### src/rtl/efc_pkg.sv
`timescale 1ns / 1ps
// Shared types, constants and the byte-wise CRC-32 function of the envelope frame checker.
// Used by every module of the block; depends on nothing else.
package efc_pkg;

  localparam int unsigned CountWidth = 34;

  typedef logic [CountWidth-1:0] count_t;

  localparam count_t COUNT_MAX = '1;
  localparam count_t HDR_BYTES = count_t'(12);
  localparam count_t TRAILER_BYTES = count_t'(4);
  localparam count_t POS_MAGIC = count_t'(3);
  localparam count_t POS_VERSION = count_t'(7);
  localparam count_t POS_LENGTH = count_t'(11);

  localparam logic [31:0] CRC_POLY = 32'hEDB88320;
  localparam logic [31:0] CRC_INIT = 32'hFFFFFFFF;
  localparam logic [31:0] CRC_XOROUT = 32'hFFFFFFFF;

  localparam logic [31:0] MAGIC_RESET = 32'h5A424D44;
  localparam logic [31:0] VER_MIN_RESET = 32'd1;
  localparam logic [31:0] VER_MAX_RESET = 32'd2;

  typedef enum logic [1:0] {
    REG_MAGIC   = 2'd0,
    REG_VER_MIN = 2'd1,
    REG_VER_MAX = 2'd2
  } reg_index_t;

  typedef enum logic [2:0] {
    ST_OK      = 3'd0,
    ST_TRUNC   = 3'd1,
    ST_MAGIC   = 3'd2,
    ST_VERSION = 3'd3,
    ST_SIZE    = 3'd4,
    ST_CRC     = 3'd5
  } status_t;

  typedef struct packed {
    logic [31:0] magic;
    logic [31:0] ver_min;
    logic [31:0] ver_max;
  } cfg_t;

  typedef struct packed {
    logic [7:0] data_byte;
    logic       is_final;
  } in_item_t;

  typedef struct packed {
    logic [7:0]  payload_byte;
    logic        payload_valid;
    logic        frame_done;
    status_t     frame_status;
    logic [31:0] version_seen;
  } result_t;

  function automatic logic [31:0] crc_byte(input logic [31:0] crc_in, input logic [7:0] b);
    logic [31:0] crc;
    crc = crc_in ^ {24'd0, b};
    for (int k = 0; k < 8; k++) begin
      crc = crc[0] ? (CRC_POLY ^ (crc >> 1)) : (crc >> 1);
    end
    return crc;
  endfunction

endpackage

### src/rtl/efc_core.sv
`timescale 1ns / 1ps
// Frame state and the per-byte header, payload, trailer and status logic.
// Depends on efc_pkg for types, constants and the CRC function.
module efc_core (
  input  logic              clk,
  input  logic              rst,
  input  logic              step,
  input  efc_pkg::in_item_t item,
  input  efc_pkg::cfg_t     cfg,
  output efc_pkg::result_t  result
);
  import efc_pkg::*;

  count_t      byte_count, byte_count_next;
  count_t      pay_end, pay_end_next;
  count_t      trail_end, trail_end_next;
  logic [31:0] header_shift, header_shift_next;
  logic [31:0] version_reg, version_reg_next;
  logic [31:0] crc_accum, crc_accum_next;
  logic [31:0] trailer_word, trailer_word_next;
  status_t     error_code, error_code_next;

  always_comb begin
    header_shift_next = header_shift;
    version_reg_next = version_reg;
    crc_accum_next = crc_accum;
    trailer_word_next = trailer_word;
    error_code_next = error_code;
    pay_end_next = pay_end;
    trail_end_next = trail_end;
    result = '0;
    result.frame_status = ST_OK;

    if (byte_count < HDR_BYTES) begin
      header_shift_next = {item.data_byte, header_shift[31:8]};
      if (byte_count == POS_MAGIC) begin
        if (header_shift_next != cfg.magic) begin
          error_code_next = ST_MAGIC;
        end
      end else if (byte_count == POS_VERSION) begin
        version_reg_next = header_shift_next;
        if (error_code == ST_OK &&
            (header_shift_next < cfg.ver_min || header_shift_next > cfg.ver_max)) begin
          error_code_next = ST_VERSION;
        end
      end else if (byte_count == POS_LENGTH) begin
        pay_end_next = HDR_BYTES + count_t'(header_shift_next);
        trail_end_next = HDR_BYTES + TRAILER_BYTES + count_t'(header_shift_next);
      end
    end else if (byte_count < pay_end) begin
      if (error_code == ST_OK) begin
        result.payload_valid = 1'b1;
        result.payload_byte = item.data_byte;
        crc_accum_next = crc_byte(crc_accum, item.data_byte);
      end
    end else if (byte_count < trail_end) begin
      trailer_word_next = {item.data_byte, trailer_word[31:8]};
    end else if (!item.is_final && error_code == ST_OK) begin
      error_code_next = ST_SIZE;
    end

    byte_count_next = (byte_count != COUNT_MAX) ? byte_count + count_t'(1) : byte_count;

    if (item.is_final) begin
      result.frame_done = 1'b1;
      priority if (byte_count_next < HDR_BYTES) begin
        result.frame_status = ST_TRUNC;
      end else if (error_code_next != ST_OK) begin
        result.frame_status = error_code_next;
      end else if (byte_count_next != trail_end) begin
        result.frame_status = ST_SIZE;
      end else if (trailer_word_next != (crc_accum_next ^ CRC_XOROUT)) begin
        result.frame_status = ST_CRC;
      end else begin
        result.frame_status = ST_OK;
        result.version_seen = version_reg_next;
      end
    end
  end

  always_ff @(posedge clk) begin
    if (rst || (step && item.is_final)) begin
      byte_count <= '0;
      pay_end <= HDR_BYTES;
      trail_end <= HDR_BYTES + TRAILER_BYTES;
      header_shift <= '0;
      version_reg <= '0;
      crc_accum <= CRC_INIT;
      trailer_word <= '0;
      error_code <= ST_OK;
    end else if (step) begin
      byte_count <= byte_count_next;
      pay_end <= pay_end_next;
      trail_end <= trail_end_next;
      header_shift <= header_shift_next;
      version_reg <= version_reg_next;
      crc_accum <= crc_accum_next;
      trailer_word <= trailer_word_next;
      error_code <= error_code_next;
    end
  end

endmodule

### config.mk
export PLATFORM = sky130hd
export DESIGN_NAME = efc_core
export DESIGN_NICKNAME = d
export VERILOG_FILES = /design/src/rtl/efc_pkg.sv /design/src/rtl/efc_core.sv
export SDC_FILE = /design/constraint.sdc
export NUM_CORES = 1
export LEC_CHECK = 0
export BUFFER_PORTS_ARGS = -buffer_cell sky130_fd_sc_hd__clkbuf_2
export CAP_MARGIN = 30
export CORE_UTILIZATION = 60
export DETAILED_ROUTE_END_ITERATION = 16
export GPL_ROUTABILITY_DRIVEN = 0
export HOLD_SLACK_MARGIN = 0.02
export PLACE_DENSITY = 0.8
export SLEW_MARGIN = 20
export SYNTH_ARGS = -nofsm -noshare
export SYNTH_HDL_FRONTEND = slang
export SYNTH_SLANG_ARGS = --single-unit
export TNS_END_PERCENT = 100
### constraint.sdc
create_clock -name clk -period 9.55 [get_ports clk]
set_input_delay 1.91 -clock clk [delete_from_list [all_inputs] [get_ports clk]]
set_output_delay 1.91 -clock clk [all_outputs]
set_load 0.02 [all_outputs]
==> impl_results.md, run 1 <==
- Status: finished, final reports clean
- Top cell type's share of synthesized area: between 20% and 30%
- Mapped Avg Cell Area: ~7.6 sq um
- Combinational Power Share: 10.4%
- Psw: 580 uW
- Synthesized flop and latch total: between 200 and 250
- Final setup TNS: 0 ns
- Total of max-cap violations: 0
- Relative slew slack: a little over a third
- Total I/O pin count: roughly 150
- Hold_buf cts: 0
- Fillers: between 2000 and 2500
- Share of post-route cells with drive strength above 1: 12.2%
- Reg2reg end: trailer_word[18]
- Max layer used: met4
- Yosys warning count: 0
- Cell area after synthesis: 16900 sq um
- DRT Pass-1 Iters: 7
- Biggest area consumer among synthesized cells: dfxtp_1
- Yosys cell types: 79
- # Post-CTS Setup Buffers: 0
- # rows: about 60
- Clock tree buffer depth: 3
- Crit path DAT: 6.92 ns
- Reg2Reg Depth: 11
- Sequential share of power: 43.7%
- Worst VDD drop: 0.000129 V
- Post_cts resized: 0
- Async set-or-reset flop fraction in the synthesized netlist: 0%
- Slew @ Worst Pin: 0.964 ns
- Initial Util: 61.0%
- Count leader, synth: nand2_1
- Worst hold stages: 2
- Synth top area cells: dfxtp_1 (26%), ha_1 (9.5%), xnor2_1 (7.5%)
- EDFF count, synth: 0
- Worst Hold Class: reg -> reg
- Die area: 28900 sq um
- Critical path fanouts, max: 32
- Vias in the first global route: 15400
- Final #Nets: 2512
- Detail Route Antenna Nets: 0
- Pin count of the biggest net entering global routing: between 90 and 100
- Syn nets: 2457
- Worst setup EP type: output pin
- Skew-Pair Late Insertion Delay: 0.55 ns
- Initial DRC Count: 2323
- Register area share after synthesis: 26.1%
- Reg2reg setup slack: 5.01 ns
- Antenna violations before repair: 2
- # port buffers: 152
- Hold Crit Endpoint: version_reg[24]
- Global-route wire length before repair: 84200 microns
- Unrepaired setup endpoints after global routing: false
- Largest regs: byte_count x34, trail_end x33
- H-Tree Level Count: 1
- Root Driver: clkbuf_16
- Most frequent cells after synthesis: nand2_1 (301), dfxtp_1 (221), nor2_1 (211), inv_1 (147), xnor2_1 (145)
- Fin crit share: 92.5%
- Type of origin of the critical path: register
- Metal-1 WL: around 22000 microns
- Fin area: ~19000 sq um
- Number of vias per cell: approximately 6.3
- Pwr/cell area: 116 nW/um^2
- Clk slew on worst S/H paths: roughly 0.070 ns
- Mapped Cells: 2220
- Clock sinks: 221
- Placed cell areas: approximately 18000 sq um
- Final hold violations: 0
- Final number of setup-violating endpoints: 0
- Fin Clk Skew: 0.0180 ns
- Switching Fraction: 26.9%
- Max reg flops: 34
- Pins over their slew limit: 0
- Clock Power Share: 45.9%
- CTS tree: yes
- Num CTS Buffers: 25
- Area Overhead vs Synth: 9.97%
- Internal power: 1570 uW
- Worst r2r src: byte_count[11]
- Met3 wire length: 5960 microns
- Gr usage total: 37.0%
- Vias: 16900
- Core area: 27800 sq um
- Largest Register: byte_count
- Die Span X: 170 microns
- Final HPWL DP: 39600 microns
- Max Clk Rate: 113 MHz
- Avg WL per Cell: 20.2 microns
- Overflow left after global routing: 0
- Critical path class: reg -> out
- Routed length on met2: 23900 microns
- Drc violations: 0
- Lkg Pwr: roughly 0.0075 uW
- Min-delay src: version_reg[24]
- Detailed-route wire length: ~54000 microns
- Die Y: 170 microns
- Critical Path RT: 7.64 ns
- Min cycle time layout: 8.83 ns
- Synth Flop Type: dfxtp_1
## routing by layer
metal	global-route usage, %	vias to the layer above
li1	-	7705
met1	49.5	7863
met2	58.4	1086
met3	6.81	206
met4	15.0	0
met5	0	-
## critical path, cell delays in order, from the launching register on
cell,delay (ns)
dfxtp_1,0.60
ha_1,0.27
nand4_1,0.15
nor4_1,0.69
nand3_1,0.18
o221ai_1,0.48
or2_1,0.55
nor2_1,0.34
buf_4,0.28
o311ai_0,0.59
o221ai_1,0.23
or4_1,0.48
nor4_4,0.38
nand4b_4,0.57
nor2_1,0.33
clkbuf_2,0.21
## layout by cell type, fill, tap and decap left out, types with 4 or more instances in the layout
master,count
a211oi_1,69
a21o_1,14
a21oi_1,136
a31oi_1,15
and2_1,9
and3_1,16
and4_1,6
buf_4,17
buf_8,4
clkbuf_16,25
clkbuf_2,153
clkinv_2,8
dfxtp_1,221
ha_1,129
inv_1,147
mux2_2,6
mux2i_1,86
nand2_1,301
nand2b_1,12
nand3_1,90
nand4_1,49
nand4b_1,5
nor2_1,210
nor2_2,21
nor2b_1,13
nor3_1,37
nor4_1,32
o2111ai_1,4
o211ai_1,14
o21a_1,6
o21ai_0,61
o221ai_1,6
o311ai_0,5
o31ai_1,4
or3_1,13
or4_1,4
xnor2_1,145
xor2_1,112
xor2_2,6
## how the worst max path moves through the flow
stage                      end  depth (start not counted)            from  slack (ns)
floorplan           result[12]                         14         item[1]        2.51
global placement    result[17]                         14         item[1]        1.58
detailed placement  result[21]                         14         item[6]        1.35
CTS                 result[21]                         16   trail_end[30]        1.08
global route        result[12]                         16   trail_end[30]        0.52
finish              result[21]                         15  byte_count[25]        0.72
## power by group through the flow
stage                     sequential (uW)  combinational, uW  clock, uW
final                                 941                224        989
after global routing                  941                241       1030
after CTS                             940                218        991
after detailed placement              961                216          0
after global placement                961                209          0
after floorplan                       949                151          0
## through the flow
stage                     std cells  util, %  setup WS, ns  hold WS (ns)  total power (uW)
after floorplan                2220        -          2.51         0.431              1100
after global placement         2618     63.6          1.58         0.437              1170
after detailed placement       2623     64.0          1.35         0.444              1180
after CTS                      2669     66.9          1.08         0.452              2150
after global routing           2673     67.1         0.521         0.469              2210
final                          2673     67.1         0.718         0.451              2150
## cell families after synthesis
| logic type | Yosys count | share of synthesized area, % |
|---|---|---|
| AOI/OAI and AO/OA | 367 | 13.5 |
| muxes | 92 | 5.48 |
| adders and majority gates | 129 | 9.53 |
| buffers and inverters | 297 | 7.08 |
| xor gates and xnor gates | 268 | 14.4 |
| and+or+nand+nor | 846 | 23.8 |
| DFF | 221 | 26.1 |
## layout make-up
type	count	area, sq um	share of cell area, %
antenna	1	2.50	0.0134
clock buffer	29	671	3.60
clock inverter	17	158	0.846
inverter	149	562	3.02
multi-input combinational	1702	11300	60.9
sequential	221	4420	23.7
tap	378	473	2.54
timing repair buffer	176	1000	5.37
Note: power is estimated with default switching activity, not from simulation.
==> run 2: changes to the inputs <==
--- a/config.mk
+++ b/config.mk
@@ -11,7 +11,7 @@
 export DETAILED_ROUTE_END_ITERATION = 16
 export GPL_ROUTABILITY_DRIVEN = 0
 export HOLD_SLACK_MARGIN = 0.02
-export PLACE_DENSITY = 0.8
+export PLACE_DENSITY_LB_ADDON = 0.08
 export SLEW_MARGIN = 20
 export SYNTH_ARGS = -nofsm -noshare
 export SYNTH_HDL_FRONTEND = slang
==> impl_results.md, run 2 (same netlist as run 1, synthesis figures left out) <==
- Critical Path RT: 7.64 ns (about the same)
- Final #Nets: 2515 (+0.12%)
- Largest regs: byte_count x34, trail_end x33
- Die area: 28900 sq um (unchanged)
- Placed Cells: 2626 (+0.11%)
- Hold_buf cts: 0 (unchanged)
- Number of vias per cell: 6.12 (-3.0%)
- GRT met2 Usage: 60.1% (+1.7 points)
- Area Overhead vs Synth: 10.0% (about the same)
- GR Util met3: 5.07% (-1.7 points)
- Num CTS Buffers: 26 (+4.0%)
- DRT Pass-1 Iters: 6 (-1)
- Placed cell areas: 17800 sq um (about the same)
- Clock sinks: 221 (unchanged)
- Status: finished, final reports clean
- Fin Clk Skew: 0.0126 ns (-0.00538 ns)
- H-Tree Level Count: 1 (unchanged)
- Drc violations: 0 (unchanged)
- Fin crit share: 90.3% (-2.2 points)
- Commonest cells after routing, fill and taps aside: nand2_1 (299), dfxtp_1 (221), nor2_1 (210)
- Global-route wire length before repair: 83500 microns (-0.75%)
- Initial Util: 61.0% (unchanged)
- Avg WL per Cell: 20.1 microns (-0.50%)
- Total of max-cap violations: 0 (unchanged)
- Largest Register: byte_count
- Worst hold stages: 2 (unchanged)
- Total I/O pin count: 153 (unchanged)
- Reg2reg end: trailer_word[24]
- Pins over their slew limit: 0 (unchanged)
- Critical path fanouts, max: 42 (+31%)
- Final HPWL DP: 39700 microns (+0.37%)
- Worst Hold Class: reg -> reg
- Core area: 27800 sq um (unchanged)
- # Post-CTS Setup Buffers: 0 (unchanged)
- Vias in the first global route: 15200 (-1.3%)
- Final number of setup-violating endpoints: 0 (unchanged)
- Pin count of the biggest net entering global routing: 94 (unchanged)
- Grt peak-use layer: met2
- Reg2Reg Depth: 12 (+1)
- Vias: 16400 (-2.9%)
- Final hold violations: 0 (unchanged)
- Worst r2r src: byte_count[11]
- Fin area: 18600 sq um (about the same)
- Final setup TNS: 0 ns (unchanged)
- Clk slew on worst S/H paths: 0.06 ns (about the same)
- Fin cells: 2674 (+0.037%)
- Antenna violations before repair: 1 (-1)
- Post-layout util: 67.1% (about the same)
- Max Clk Rate: 116 MHz (+2.5%)
- Fillers: 2474 (+6.5%)
- Gr usage total: 36.9% (-0.044 points)
- Relative slew slack: 35.2% (-0.28 points)
- Overflow left after global routing: 0 (unchanged)
- Min cycle time layout: 8.62 ns (-0.213 ns)
- Worst setup EP type: output pin
- FF/Latch Area: 4420 sq um (unchanged)
- Final total power: 2120 uW (-1.4%)
- # port buffers: 152 (unchanged)
- # rows: 61 (unchanged)
- Die Y: 170 microns (unchanged)
- Commonest non-fill, non-tap cell in the layout: nand2_1
- Met1 global-route usage: 47.7% (-1.8 points)
- Pwr/cell area: 114 nW/um^2 (-1.4%)
- Post_cts resized: 0 (unchanged)
- CTS tree: yes
- Reg2reg setup slack: 5.11 ns (+0.10 ns)
- Skew-Pair Late Insertion Delay: 0.54 ns (about the same)
- Die Span X: 170 microns (unchanged)
- Slew @ Worst Pin: 0.959 ns (-0.00574 ns)
- Worst VDD drop: 0.000131 V (+1.8%)
- Type of origin of the critical path: register
- Detail Route Antenna Nets: 0 (unchanged)
- Detailed-route wire length: 53800 microns (-0.46%)
- Clock tree buffer depth: 3 (unchanged)
- Share of post-route cells with drive strength above 1: 12.1% (-0.18 points)
- Area of the multi-input gates: 11300 sq um (about the same)
- Min-delay src: version_reg[2]
- Lkg Pwr: 0.00748 uW (about the same)
- Unrepaired setup endpoints after global routing: false
- Root Driver: clkbuf_16
- Hold Crit Endpoint: version_reg[2]
- Initial DRC Count: 1872 (-19%)
- Crit path DAT: 6.71 ns (-0.21 ns)
- Max reg flops: 34 (unchanged)
- Critical path class: reg -> out
## run 2: cell types whose count changed in the layout (fill, tap and decap cells not counted), moves of 3 or more
cell      previous run  this run
clkbuf_1             1         8
clkinv_2             8         2
buf_4               17        22
buf_8                4         0
clkbuf_8             3         7
inv_6                3         0
## run 2: final cells by class
cell class	count	share of cell area, %
Sequential cell	221	23.7
Timing Repair Buffer	178	5.44
Tap cell	378	2.54
Clock buffer	42	4.30
Clock inverter	3	0.0940
Antenna cell	1	0.0134
Inverter	149	3.01
Multi-Input combinational cell	1702	60.9
## run 2: how the worst max path moves through the flow
| stage | from | to | slack, ns | depth (start not counted) |
|---|---|---|---|---|
| after CTS | byte_count[11] | result[9] | 0.99 | 15 |
| after detailed placement | item[5] | result[0] | 1.41 | 14 |
| after global placement | item[1] | result[12] | 1.62 | 14 |
| final | byte_count[11] | result[9] | 0.93 | 15 |
| after global routing | byte_count[11] | result[17] | 0.67 | 15 |
| after floorplan | item[1] | result[12] | 2.51 | 14 |
## run 2: per-stage QoR
stage / hold slack, ns / setup slack [ns]
6_report: 0.451 / 0.930
5_1_grt: 0.466 / 0.669
4_1_cts: 0.451 / 0.992
3_5_place_dp: 0.444 / 1.41
3_3_place_gp: 0.437 / 1.62
2_1_floorplan: 0.431 / 2.51
## run 2: layer usage
layer	part of all wire [%]	vias up
li1	-	7715
met3	8.8	195
met5	0.024	-
met1	41	7581
met4	5.2	2
met2	45	871
## run 2: power breakdown
part	internal [uW]	switching, uW	total (uW)
Sequential	926	14.1	940
Clock	568	396	964
Combinational	86.1	134	221
## run 2: worst max-delay path, cell delays in order (launching register included)
cell and delay, ns:
dfxtp_1 0.73, ha_1 0.35, nand4_1 0.12, nor2_1 0.06, a221oi_1 0.66, a31o_1 0.47
nand3_2 0.32, inv_4 0.57, mux2i_1 0.37, xnor2_1 0.19, a21oi_1 0.10, or4_1 0.59
nor4_4 0.44, nand4b_4 0.62, nor2_2 0.33, clkbuf_2 0.20
==> run 3: changes to the inputs <==
--- a/config.mk
+++ b/config.mk
@@ -5,9 +5,9 @@
 export SDC_FILE = /design/constraint.sdc
 export NUM_CORES = 1
 export LEC_CHECK = 0
-export BUFFER_PORTS_ARGS = -buffer_cell sky130_fd_sc_hd__clkbuf_2
+export BUFFER_PORTS_ARGS = -buffer_cell sky130_fd_sc_hd__buf_2
 export CAP_MARGIN = 30
-export CORE_UTILIZATION = 60
+export CORE_UTILIZATION = 53
 export DETAILED_ROUTE_END_ITERATION = 16
 export GPL_ROUTABILITY_DRIVEN = 0
 export HOLD_SLACK_MARGIN = 0.02
==> impl_results.md, run 3 (same netlist as run 1, synthesis figures left out) <==
- Crit path DAT: 6.72 ns (about the same)
- Skew-Pair Late Insertion Delay: 0.54 ns (about the same)
- CP startpoint: byte_count[12]
- H-Tree Level Count: 1 (unchanged)
- Antenna violations before repair: 1 (unchanged)
- Drc violations: 0 (unchanged)
- Total I/O pin count: 153 (unchanged)
- Placed Cells: 2654 (+1.1%)
- Fin crit share: 90.4% (+0.10 points)
- Critical path fanouts, max: 32 (-24%)
- Psw: 572 uW (+5.1%)
- Worst r2r src: byte_count[12]
- Pwr/cell area: 119 nW/um^2 (+4.3%)
- Overflow left after global routing: 0 (unchanged)
- ANT cells: 0 (-1)
- Fillers: 2917 (+18%)
- Commonest cells after routing, fill and taps aside: nand2_1 (301), dfxtp_1 (221), nor2_1 (210)
- Worst VDD drop: 0.000128 V (-2.3%)
- Final #Nets: 2517 (+0.080%)
- Final number of setup-violating endpoints: 0 (unchanged)
- Num CTS Buffers: 26 (unchanged)
- # Post-CTS Setup Buffers: 0 (unchanged)
- Final HPWL DP: 40800 microns (+2.8%)
- Critical path class: reg -> out
- Vias: 16100 (-1.4%)
- Die area: 32700 sq um (+13%)
- Post_cts resized: 0 (unchanged)
- Max Clk Rate: 116 MHz (-0.11%)
- Critical Path RT: 7.64 ns (about the same)
- Clock Power Share: 47.7% (+2.3 points)
- Gr usage total: 33.2% (-3.7 points)
- Pins over their slew limit: 0 (unchanged)
- Fin area: 18700 sq um (+0.49%)
- Hold WS: 0.452 ns (+0.000617 ns)
- Type of origin of the critical path: register
- Detailed-route wire length: 55200 microns (+2.5%)
- Largest Register: byte_count
- Slew @ Worst Pin: 0.970 ns (+0.0110 ns)
- CTS tree: yes
- Area Overhead vs Synth: 10.6%
- Die Y: 181 microns (+6.3%)
- Hold_buf cts: 0 (unchanged)
- Vias in the first global route: 15500 (+1.8%)
- Min cycle time layout: 8.63 ns (+0.00994 ns)
- Worst Hold Class: reg -> reg
- Root Driver: clkbuf_16
- DRT Pass-1 Iters: 5 (-1)
- Initial DRC Count: 1421 (-24%)
- Total of max-cap violations: 0 (unchanged)
- Commonest non-fill, non-tap cell in the layout: nand2_1
- Clk slew on worst S/H paths: 0.06 ns (about the same)
- Reg2Reg Depth: 11 (-1)
- Status: finished, final reports clean
- Clock sinks: 221 (unchanged)
- Die Span X: 181 microns (+6.3%)
- Lkg Pwr: 0.00753 uW (+0.67%)
- Reg2reg end: trailer_word[1]
- Initial Util: 53.8% (-7.2 points)
- Number of vias per cell: 5.97 (-2.4%)
- # port buffers: 152 (unchanged)
- Reg2reg setup slack: 5.29 ns (+0.18 ns)
- # rows: 65 (+6.6%)
- Combinational Power Share: 10.1% (-0.3 points)
- Final setup TNS: 0 ns (unchanged)
- Switching Fraction: 25.7% (+0.065 points)
- Fin cells: 2701 (+1.0%)
- Fin Clk Skew: 0.0163 ns (+0.00367 ns)
- Avg WL per Cell: 20.4 microns (+1.5%)
- Hold Crit Endpoint: version_reg[30]
- Detail Route Antenna Nets: 0 (unchanged)
- Global-route wire length before repair: 86600 microns (+3.6%)
- Clock tree buffer depth: 3 (unchanged)
- Share of post-route cells with drive strength above 1: 12.2% (+0.11 points)
- Relative slew slack: 35.1% (-0.071 points)
- Largest regs: byte_count x34, trail_end x33
- Internal power: 1650 uW (+4.7%)
- Final hold violations: 0 (unchanged)
- Core area: 31500 sq um (+13%)
- Pin count of the biggest net entering global routing: 94 (unchanged)
- Worst hold stages: 2 (unchanged)
- Worst setup EP type: output pin
- Min-delay src: version_reg[30]
- Placed cell areas: 17800 sq um (+0.30%)
- Unrepaired setup endpoints after global routing: false
- Max reg flops: 34 (unchanged)
- Sequential share of power: 42.2% (-2.1 points)
==> run 3: cell types whose count changed in the layout (fill, tap and decap cells not counted), moves of 2 or more <==
| cell | change |
|---|---|
| nand2_1 | +2 |
| nand2_2 | -2 |
| buf_2 | +152 |
| clkbuf_2 | -153 |
| bufinv_16 | +4 |
| buf_16 | -3 |
| buf_4 | +2 |
| buf_12 | +2 |
| clkinv_4 | +2 |
| clkbuf_8 | -5 |
==> run 3: final cells by class <==
class	count	area [sq um]	area share, %
flip-flops and latches	221	4420	23.6
repair buffers	180	1010	5.38
well taps	402	503	2.69
multi-input cells	1702	11300	60.6
clock buffers	37	733	3.91
inverters	149	562	3.00
clock inverters	10	160	0.855
==> run 3: worst max-delay path by stage <==
stage / endpoint / slack, ns
2_1_floorplan: result[12] / 2.51
3_3_place_gp: result[15] / 1.46
3_5_place_dp: result[20] / 1.38
4_1_cts: result[20] / 1.00
5_1_grt: result[13] / 0.61
6_report: result[20] / 0.92
==> run 3: power groups by stage <==
stage | registers [uW] | logic (uW) | clock network (uW)
floorplan | 949 | 151 | 0
global placement | 960 | 214 | 0
detailed placement | 960 | 219 | 0
CTS | 940 | 221 | 1070
global route | 940 | 241 | 1110
finish | 940 | 224 | 1060
==> run 3: metal layers <==
metal	GRT usage, %	vias to the layer above	wire length, microns
met2	53.6	669	24500
met3	4.66	164	4020
met5	0	-	13
met1	43.7	7572	23900
met4	15.9	2	2730
li1	-	7723	-
==> run 3: metrics by stage <==
step / worst slack [ns] / power, uW / util (%)
CTS: 1.00 / 2230 / 59.5
detailed placement: 1.38 / 1180 / 56.7
global placement: 1.46 / 1170 / 56.5
floorplan: 2.51 / 1100 / -
global route: 0.611 / 2290 / 59.5
finish: 0.920 / 2230 / 59.5
==> run 3: critical path: stages, from the launching register on <==
cell	delay [ns]
dfxtp_1	0.61
ha_1	0.33
a21o_1	0.18
a221o_1	0.35
a221oi_1	0.66
o221ai_1	0.28
or2_1	0.47
nor2_1	0.64
buf_4	0.30
mux2i_1	0.24
xnor2_1	0.08
or4_1	0.58
nor4_4	0.39
nand4b_4	0.55
nor2_1	0.29
buf_2	0.20
